## src/design/qos_pkg.sv

```systemverilog
// shared types and character codes for the query operator spacer
package qos_pkg;

   localparam int QOS_FIFO_DEPTH = 2;
   localparam int QOS_MAX_BYTES  = 8;

   localparam logic [7:0] CH_SPACE  = 8'h20;
   localparam logic [7:0] CH_BANG   = 8'h21;
   localparam logic [7:0] CH_QUOTE  = 8'h22;
   localparam logic [7:0] CH_HASH   = 8'h23;
   localparam logic [7:0] CH_DOLLAR = 8'h24;
   localparam logic [7:0] CH_AMP    = 8'h26;
   localparam logic [7:0] CH_DOT    = 8'h2E;
   localparam logic [7:0] CH_SEMI   = 8'h3B;
   localparam logic [7:0] CH_LT     = 8'h3C;
   localparam logic [7:0] CH_EQ     = 8'h3D;
   localparam logic [7:0] CH_GT     = 8'h3E;
   localparam logic [7:0] CH_AT     = 8'h40;
   localparam logic [7:0] CH_CARET  = 8'h5E;
   localparam logic [7:0] CH_UNDER  = 8'h5F;
   localparam logic [7:0] CH_LBRACE = 8'h7B;
   localparam logic [7:0] CH_BAR    = 8'h7C;
   localparam logic [7:0] CH_RBRACE = 8'h7D;

   // expanded output of one item, byte 0 in the lowest bits
   typedef struct packed {
      logic [8*QOS_MAX_BYTES-1:0] bytes;
      logic [3:0]                 count;
      logic                       line_last;
   } entry_type;

   typedef struct packed {
      logic      valid;
      entry_type entry;
   } push_type;

endpackage

```

## src/design/qos_front.sv

```systemverilog
// front end: classifies each byte, tracks modes and builds the expanded bytes
module qos_front import qos_pkg::*; (
   input  logic       clock,
   input  logic       reset,
   input  logic       req_tvalid,
   output logic       req_tready,
   input  logic [7:0] req_tdata,
   input  logic       req_tlast,
   input  logic       fifo_full,
   output push_type   push
);

   typedef struct packed {
      logic [31:0] bytes;
      logic [3:0]  len;
      logic        bars;
   } single_type;

   logic       in_string_ff, in_string_in;
   logic       in_bars_ff, in_bars_in;
   logic       held_valid_ff, held_valid_in;
   logic [7:0] held_char_ff, held_char_in;

   function automatic logic passes(input logic [7:0] c);
      logic r;
      r = (c >= 8'h30 && c <= 8'h39) || (c >= 8'h61 && c <= 8'h7A) ||
          (c >= 8'h41 && c <= 8'h5A) || c == CH_DOT || c == CH_UNDER ||
          c == CH_HASH || c == CH_AT || c == CH_SPACE || c == CH_DOLLAR ||
          c == CH_SEMI;
      return r;
   endfunction

   function automatic logic may_start_pair(input logic [7:0] c);
      logic r;
      r = c == CH_BAR || c == CH_AMP || c == CH_CARET || c == CH_LT ||
          c == CH_GT || c == CH_BANG;
      return r;
   endfunction

   function automatic logic is_pair(input logic [7:0] a, input logic [7:0] b);
      logic r;
      r = (a == CH_BAR && b == CH_BAR) || (a == CH_AMP && b == CH_AMP) ||
          (a == CH_CARET && b == CH_CARET) ||
          ((a == CH_LT || a == CH_GT || a == CH_BANG) && b == CH_EQ);
      return r;
   endfunction

   // a lone operator byte, padded with spaces; a bar flips bar mode
   function automatic single_type single(input logic [7:0] c, input logic bars);
      single_type s;
      s.bars = bars;
      if (c == CH_BAR) begin
         s.bars = ~bars;
         s.len  = 4'd4;
         if (s.bars) begin
            s.bytes = {CH_SPACE, CH_LBRACE, CH_BAR, CH_SPACE};
         end else begin
            s.bytes = {CH_SPACE, CH_BAR, CH_RBRACE, CH_SPACE};
         end
      end else begin
         s.len   = 4'd3;
         s.bytes = {8'h00, CH_SPACE, c, CH_SPACE};
      end
      return s;
   endfunction

   logic        accept;
   logic        pair_hit;
   logic [31:0] a_bytes, b_bytes;
   logic [3:0]  a_len, b_len;
   logic        bars_a;
   single_type  s_held, s_cur;

   assign req_tready = ~fifo_full;
   assign accept     = req_tvalid & req_tready;

   always_comb begin
      s_held        = single(held_char_ff, in_bars_ff);
      pair_hit      = held_valid_ff && is_pair(held_char_ff, req_tdata);
      in_string_in  = in_string_ff;
      held_valid_in = 1'b0;
      held_char_in  = 8'h00;
      a_bytes       = 32'h0;
      a_len         = 4'd0;
      bars_a        = in_bars_ff;
      b_bytes       = 32'h0;
      b_len         = 4'd0;
      if (pair_hit) begin
         a_bytes = {CH_SPACE, req_tdata, held_char_ff, CH_SPACE};
         a_len   = 4'd4;
      end else if (held_valid_ff) begin
         a_bytes = s_held.bytes;
         a_len   = s_held.len;
         bars_a  = s_held.bars;
      end
      s_cur      = single(req_tdata, bars_a);
      in_bars_in = bars_a;
      if (!pair_hit) begin
         priority if (req_tdata == CH_QUOTE) begin
            in_string_in = ~in_string_ff;
            b_bytes      = {24'h0, req_tdata};
            b_len        = 4'd1;
         end else if (in_string_ff || passes(req_tdata)) begin
            b_bytes = {24'h0, req_tdata};
            b_len   = 4'd1;
         end else if (may_start_pair(req_tdata) && !req_tlast) begin
            held_valid_in = 1'b1;
            held_char_in  = req_tdata;
         end else begin
            b_bytes    = s_cur.bytes;
            b_len      = s_cur.len;
            in_bars_in = s_cur.bars;
         end
      end
   end

   always_comb begin
      push.entry.bytes     = {32'h0, a_bytes} | ({32'h0, b_bytes} << {a_len, 3'b000});
      push.entry.count     = a_len + b_len;
      push.entry.line_last = req_tlast;
      // an item that only stores a pair start produces nothing
      push.valid           = accept && (push.entry.count != 4'd0);
   end

   always_ff @(posedge clock) begin
      if (reset) begin
         in_string_ff  <= 1'b0;
         in_bars_ff    <= 1'b0;
         held_valid_ff <= 1'b0;
         held_char_ff  <= 8'h00;
      end else if (accept) begin
         in_string_ff  <= in_string_in;
         in_bars_ff    <= in_bars_in;
         held_valid_ff <= held_valid_in;
         held_char_ff  <= held_char_in;
      end
   end

   a_held_is_starter: assert property (@(posedge clock) disable iff (reset)
      held_valid_ff |-> may_start_pair(held_char_ff))
      else $error("held byte is not a pair start");

   a_line_end_flushes: assert property (@(posedge clock) disable iff (reset)
      accept && req_tlast |=> !held_valid_ff)
      else $error("byte still held after line end");

   a_count_range: assert property (@(posedge clock) disable iff (reset)
      push.valid |-> push.entry.count <= 4'd8)
      else $error("expanded item longer than eight bytes");

endmodule

```

## src/design/qos_fifo.sv

```systemverilog
// short queue of expanded items between front and back
module qos_fifo import qos_pkg::*; #(
   parameter int FIFO_DEPTH = QOS_FIFO_DEPTH
) (
   input  logic      clock,
   input  logic      reset,
   input  push_type  push,
   input  logic      pop,
   output logic      full,
   output logic      empty,
   output entry_type head
);

   localparam int PTR_W = (FIFO_DEPTH > 1) ? $clog2(FIFO_DEPTH) : 1;
   localparam int CNT_W = $clog2(FIFO_DEPTH + 1);
   localparam logic [PTR_W-1:0] LAST_PTR = PTR_W'(FIFO_DEPTH - 1);
   localparam logic [CNT_W-1:0] DEPTH_CNT = CNT_W'(FIFO_DEPTH);

   entry_type              slot_ff [FIFO_DEPTH];
   logic [PTR_W-1:0]       wr_ptr_ff, wr_ptr_in;
   logic [PTR_W-1:0]       rd_ptr_ff, rd_ptr_in;
   logic [CNT_W-1:0]       count_ff, count_in;
   logic                   do_push, do_pop;

   assign full    = (count_ff == DEPTH_CNT);
   assign empty   = (count_ff == '0);
   assign head    = slot_ff[rd_ptr_ff];
   assign do_push = push.valid && !full;
   assign do_pop  = pop && !empty;

   always_comb begin
      wr_ptr_in = wr_ptr_ff;
      rd_ptr_in = rd_ptr_ff;
      count_in  = count_ff;
      if (do_push) begin
         wr_ptr_in = (wr_ptr_ff == LAST_PTR) ? '0 : wr_ptr_ff + 1'b1;
      end
      if (do_pop) begin
         rd_ptr_in = (rd_ptr_ff == LAST_PTR) ? '0 : rd_ptr_ff + 1'b1;
      end
      unique case ({do_push, do_pop})
         2'b10:   count_in = count_ff + 1'b1;
         2'b01:   count_in = count_ff - 1'b1;
         default: count_in = count_ff;
      endcase
   end

   always_ff @(posedge clock) begin
      if (reset) begin
         wr_ptr_ff <= '0;
         rd_ptr_ff <= '0;
         count_ff  <= '0;
      end else begin
         wr_ptr_ff <= wr_ptr_in;
         rd_ptr_ff <= rd_ptr_in;
         count_ff  <= count_in;
      end
   end

   always_ff @(posedge clock) begin
      if (do_push) begin
         slot_ff[wr_ptr_ff] <= push.entry;
      end
   end

   a_no_overflow: assert property (@(posedge clock) disable iff (reset)
      push.valid |-> !full)
      else $error("push into full queue");

endmodule

```

## src/design/qos_back.sv

```systemverilog
// back end: plays out the bytes of the head item one per cycle while rsp_tready is high
module qos_back import qos_pkg::*; (
   input  logic      clock,
   input  logic      reset,
   input  logic      empty,
   input  entry_type head,
   output logic      pop,
   output logic      rsp_tvalid,
   input  logic      rsp_tready,
   output logic [7:0] rsp_tdata,
   output logic      rsp_tlast,
   output logic [0:0] rsp_tuser
);

   logic [2:0] idx_ff, idx_in;
   logic       fin;
   logic       take;

   assign rsp_tvalid   = ~empty;
   assign rsp_tdata    = head.bytes[{idx_ff, 3'b000} +: 8];
   assign fin          = ({1'b0, idx_ff} == (head.count - 4'd1));
   assign rsp_tlast    = fin;
   assign rsp_tuser[0] = fin & head.line_last;
   assign take         = rsp_tvalid & rsp_tready;
   assign pop          = take & fin;

   always_comb begin
      idx_in = idx_ff;
      if (take) begin
         idx_in = fin ? 3'd0 : idx_ff + 3'd1;
      end
   end

   always_ff @(posedge clock) begin
      if (reset) begin
         idx_ff <= 3'd0;
      end else begin
         idx_ff <= idx_in;
      end
   end

   a_head_nonempty: assert property (@(posedge clock) disable iff (reset)
      rsp_tvalid |-> head.count != 4'd0)
      else $error("queued item with no bytes");

   a_idx_in_range: assert property (@(posedge clock) disable iff (reset)
      rsp_tvalid |-> {1'b0, idx_ff} < head.count)
      else $error("byte index past end of item");

endmodule

```

## src/design/query_operator_spacer_top.sv

```systemverilog
// top level of the query operator spacer
// Respaces query text for word splitting: bytes enter on req_ one per item and leave on
// rsp_ one per item, with operators padded by spaces, two-byte operators kept joined and
// lone bars written as |{ or }|. An input byte produces n output bytes (0 to 8), sent one
// per output transfer; plain text passes through unchanged, so it flows at one item per
// cycle while rsp_tready is high. The figure is set by the back end, which sends one byte
// of the head queue entry per cycle. A possible operator start is
// held, producing nothing, until the next byte or the end of the line. A two-entry queue
// sits between the classifying front end and the output stage, so input is accepted
// whenever the queue has room. rsp_tlast marks the last byte caused by an input item.
module query_operator_spacer_top import qos_pkg::*; #(
   parameter int FIFO_DEPTH = QOS_FIFO_DEPTH
) (
   input  logic       clock,
   input  logic       reset,
   input  logic       req_tvalid,
   output logic       req_tready,
   input  logic [7:0] req_tdata,   // ch
   input  logic       req_tlast,   // line_last
   output logic       rsp_tvalid,
   input  logic       rsp_tready,
   output logic [7:0] rsp_tdata,   // out_char
   output logic       rsp_tlast,   // run_last
   output logic [0:0] rsp_tuser    // line_done
);

   push_type  push;
   entry_type head;
   logic      full, empty, pop;

   qos_front u_front (
      .clock      (clock),
      .reset      (reset),
      .req_tvalid (req_tvalid),
      .req_tready (req_tready),
      .req_tdata  (req_tdata),
      .req_tlast  (req_tlast),
      .fifo_full  (full),
      .push       (push)
   );

   qos_fifo #(
      .FIFO_DEPTH (FIFO_DEPTH)
   ) u_fifo (
      .clock (clock),
      .reset (reset),
      .push  (push),
      .pop   (pop),
      .full  (full),
      .empty (empty),
      .head  (head)
   );

   qos_back u_back (
      .clock      (clock),
      .reset      (reset),
      .empty      (empty),
      .head       (head),
      .pop        (pop),
      .rsp_tvalid (rsp_tvalid),
      .rsp_tready (rsp_tready),
      .rsp_tdata  (rsp_tdata),
      .rsp_tlast  (rsp_tlast),
      .rsp_tuser  (rsp_tuser)
   );

endmodule

```

## config.mk

```make
export PLATFORM = sky130hd
export DESIGN_NAME = query_operator_spacer_top
export DESIGN_NICKNAME = d
export VERILOG_FILES = /design/src/design/qos_pkg.sv /design/src/design/qos_front.sv /design/src/design/qos_fifo.sv /design/src/design/qos_back.sv /design/src/design/query_operator_spacer_top.sv
export SDC_FILE = /design/constraint.sdc
export NUM_CORES = 1
export LEC_CHECK = 0
export BUFFER_PORTS_ARGS = -buffer_cell sky130_fd_sc_hd__buf_2
export CAP_MARGIN = 20
export CORE_MARGIN = 2
export CORE_UTILIZATION = 35
export CTS_CLUSTER_DIAMETER = 200
export DETAILED_ROUTE_END_ITERATION = 8
export GPL_ROUTABILITY_DRIVEN = 0
export HOLD_SLACK_MARGIN = 0.1
export SKIP_LAST_GASP = 1
export SYNTH_ARGS = -nofsm -noshare
export SYNTH_HDL_FRONTEND = slang
export SYNTH_SLANG_ARGS = --single-unit
```

## constraint.sdc

```tcl
create_clock -name clock -period 11.4 [get_ports clock]
set_input_delay 2.28 -clock clock [delete_from_list [all_inputs] [get_ports clock]]
set_output_delay 2.28 -clock clock [all_outputs]
set_load 0.01 [all_outputs]
```

==> results.json <==
{
  "status": "finished, final reports clean",
  "fin_crit_ps": 6115,
  "synth_seq_area_share": 0.6253,
  "clkTransAtPathRegs_ps": 60,
  "antenna_found_initial": 0,
  "rrSetupSlack_ps": 6830,
  "fillers": 1823,
  "postSynthAreaPerCell_um2": 15.76,
  "criticalPathCategory": "primary input to register",
  "gr-usage-all-layers": 0.1429,
  "powerDensity_mw_per_mm2": 174.8,
  "hold_viol": 0,
  "critPathArrivalTime_ps": 6160,
  "dieArea_mm2": 0.02184,
  "drt_iter0_drc": 318,
  "tns_ps": 0,
  "yosysMostFrequentCell": "edfxtp_1",
  "p_int_mw": 1.114,
  "place_inst": 756,
  "diodes": 0,
  "clk_latency_ps": 430,
  "cts.sinks": 157,
  "end_kind": "register",
  "grt.overflow.total": 0,
  "ys_warn_count": 0,
  "p_seq_frac": 0.482,
  "stdcell_count": 788,
  "synth_cell_types": 67,
  "drive_above_1_share": 0.2317,
  "final_cell_area_mm2": 0.008318,
  "viasPerCell": 5.208,
  "start_util": 0.3576,
  "post_cts_buffers": 0,
  "crit_required_ps": 11450,
  "vias": 4104,
  "p_sw_mw": 0.3402,
  "cp_max_fo": 63,
  "slew_violations": 0,
  "cellLeakagePower_nw": 2.902,
  "fin_nets": 529,
  "p_clk_frac": 0.397,
  "cts_buffers": 17,
  "ant_nets": 0,
  "grt_pass1_vias": 4205,
  "cts_tree": "yes",
  "total_power_mw": 1.454,
  "swShare": 0.2340,
  "ctsRootBufferMaster": "clkbuf_16",
  "drt_first_pass_iters": 5,
  "timing.final.crit_share": 0.5364,
  "skew_ps": 8.864,
  "post_cts_resized": 0,
  "io_pins": 25,
  "rsz0062_at_grt": "false",
  "hpwl_mm": 9.671,
  "synth_edf_count": 138,
  "grt_first_pass_wirelength_mm": 23.25,
  "num_rows": 52,
  "fmax_mhz": 163.5,
  "ctsHtreeMaxLevel": 4,
  "dieHeight_um": 147.8,
  "critPathLaunchType": "primary input",
  "drc_errors": 0,
  "whs_ps": 506.3,
  "peakVddDrop_mv": 0.1055,
  "synth_top_cells_by_area": "edfxtp_1 57%, mux4_2 12%, dfxtp_1 5.3%",
  "grt_start_max_net_pins": 64,
  "cap_violations": 0,
  "placed_area_mm2": 0.007707,
  "async_reset_ff_frac": 0,
  "post_drt_wl_per_cell_um": 18.52,
  "syn_inst": 459,
  "netlist.area_leader.share": 0.5727,
  "setup_viol": 0,
  "synth_top_area_cell": "edfxtp_1",
  "core_mm2": 0.02023,
  "synth_top_flop_cell": "edfxtp_1",
  "clock_path_buffers": 2,
  "die_w_um": 147.8,
  "slew_headroom": 0.4235,
  "hold_class": "register to register",
  "synth-seq-cells": 157,
  "comb_power_share": 0.121,
  "synth_commonest_cells": "138 x edfxtp_1, 40 x mux4_2, 29 x nor2_1",
  "area_delta_synth_final_pct": 14.96,
  "worst_slew_pin_slew_ps": 864.8,
  "netlist_area_mm2": 0.007236,
  "multi_input_area_mm2": 0.002649,
  "regArea_mm2": 0.004526,
  "wl_mm": 14.60,
  "hold_buffers": 0,
  "port_buffers": 24
}
[sequential cells by signal, indices dropped and copies added, names as in the netlist, named ones only]
signal and cells:
u_fifo.wr_ptr_ff 1, u_fifo.slot_ff 138, u_front.held_valid_ff 1, u_fifo.count_ff 2, u_front.in_bars_ff 1, u_front.in_string_ff 1
u_front.held_char_ff 8, u_fifo.rd_ptr_ff 1, u_back.idx_ff 3
[final timing paths]
kind	depth (start not counted)	end	from
setup / recovery	14	u_fifo.slot_ff[0][22]	req_tdata[5]
hold / removal	2	u_fifo.count_ff[1]	u_fifo.count_ff[1]
setup reg to reg	13	u_fifo.slot_ff[0][22]	u_front.held_char_ff[5]
hold reg to reg	2	u_fifo.count_ff[1]	u_fifo.count_ff[1]
[power by group through the flow]
| stage | sequential (mW) | combinational (mW) | clock [mW] |
|---|---|---|---|
| 2_1_floorplan | 0.712 | 0.129 | 0 |
| 3_3_place_gp | 0.711 | 0.176 | 0 |
| 3_5_place_dp | 0.714 | 0.179 | 0 |
| 4_1_cts | 0.702 | 0.180 | 0.589 |
| 5_1_grt | 0.706 | 0.192 | 0.612 |
| 6_report | 0.701 | 0.176 | 0.577 |
[metal layers]
metal	global-route usage	vias to the layer above	wire length, µm
met5	0	-	0
met4	0.04856	0	194
met3	0.03642	19	654
met2	0.2179	108	6931
met1	0.2004	2094	6815
li1	-	1883	-
[worst max-delay path, cell delays in order]
cell and delay (ps):
buf_2 280, nor4b_4 330, nand3b_1 170, nor4_4 470
nor3_1 80, nor2_1 370, a21oi_1 110, ha_1 240
fa_1 370, xor2_1 240, o41ai_1 90, buf_4 170
nor2_4 180, buf_4 700
[cell families (layout without fill, tap and decap cells)]
family,after synthesis,after routing,synth area share
AOI/OAI and AO/OA,70,70,0.07384
xor gates and xnor gates,13,13,0.01574
adders and majority gates,11,11,0.02006
buffers and inverters,36,70,0.02369
DFF,157,157,0.6253
muxes,49,49,0.1376
other,1,26,0.0005183
and+or+nand+nor,122,122,0.1032
[layout make-up]
| class | instances | area share |
|---|---|---|
| multi-input combinational | 291 | 0.3184 |
| clock inverter | 12 | 0.01971 |
| tap | 270 | 0.04061 |
| clock buffer | 20 | 0.05370 |
| sequential | 157 | 0.5441 |
| timing repair buffer | 30 | 0.01986 |
| inverter | 8 | 0.003610 |
[cell usage in the layout, fill, tap and decap left out, drive strengths merged, types with 3 or more instances in the layout]
cell type / count
edfxtp: 138
mux4: 40
nand3: 3
clkinv: 3
dfxtp: 19
nor3: 3
nand4b: 4
buf: 30
a21o: 10
o21a: 6
nand2: 27
nor2: 29
bufinv: 3
and3: 5
a221o: 3
mux2i: 8
a21oi: 12
and2: 17
nor4: 4
clkinvlp: 4
nor3b: 3
or3: 3
xnor2: 8
a22o: 12
clkbuf: 20
xor2: 5
nand4: 3
nand3b: 7
o21ai: 8
inv: 10
ha: 10
conb: 26
[metrics by stage]
stage	worst slack, ps	util
after floorplan	3351	-
after global placement	4949	0.3809
after detailed placement	4848	0.3809
after CTS	5294	0.4111
after global routing	4923	0.4111
final	5285	0.4111
(Power assumes the default switching activity.)
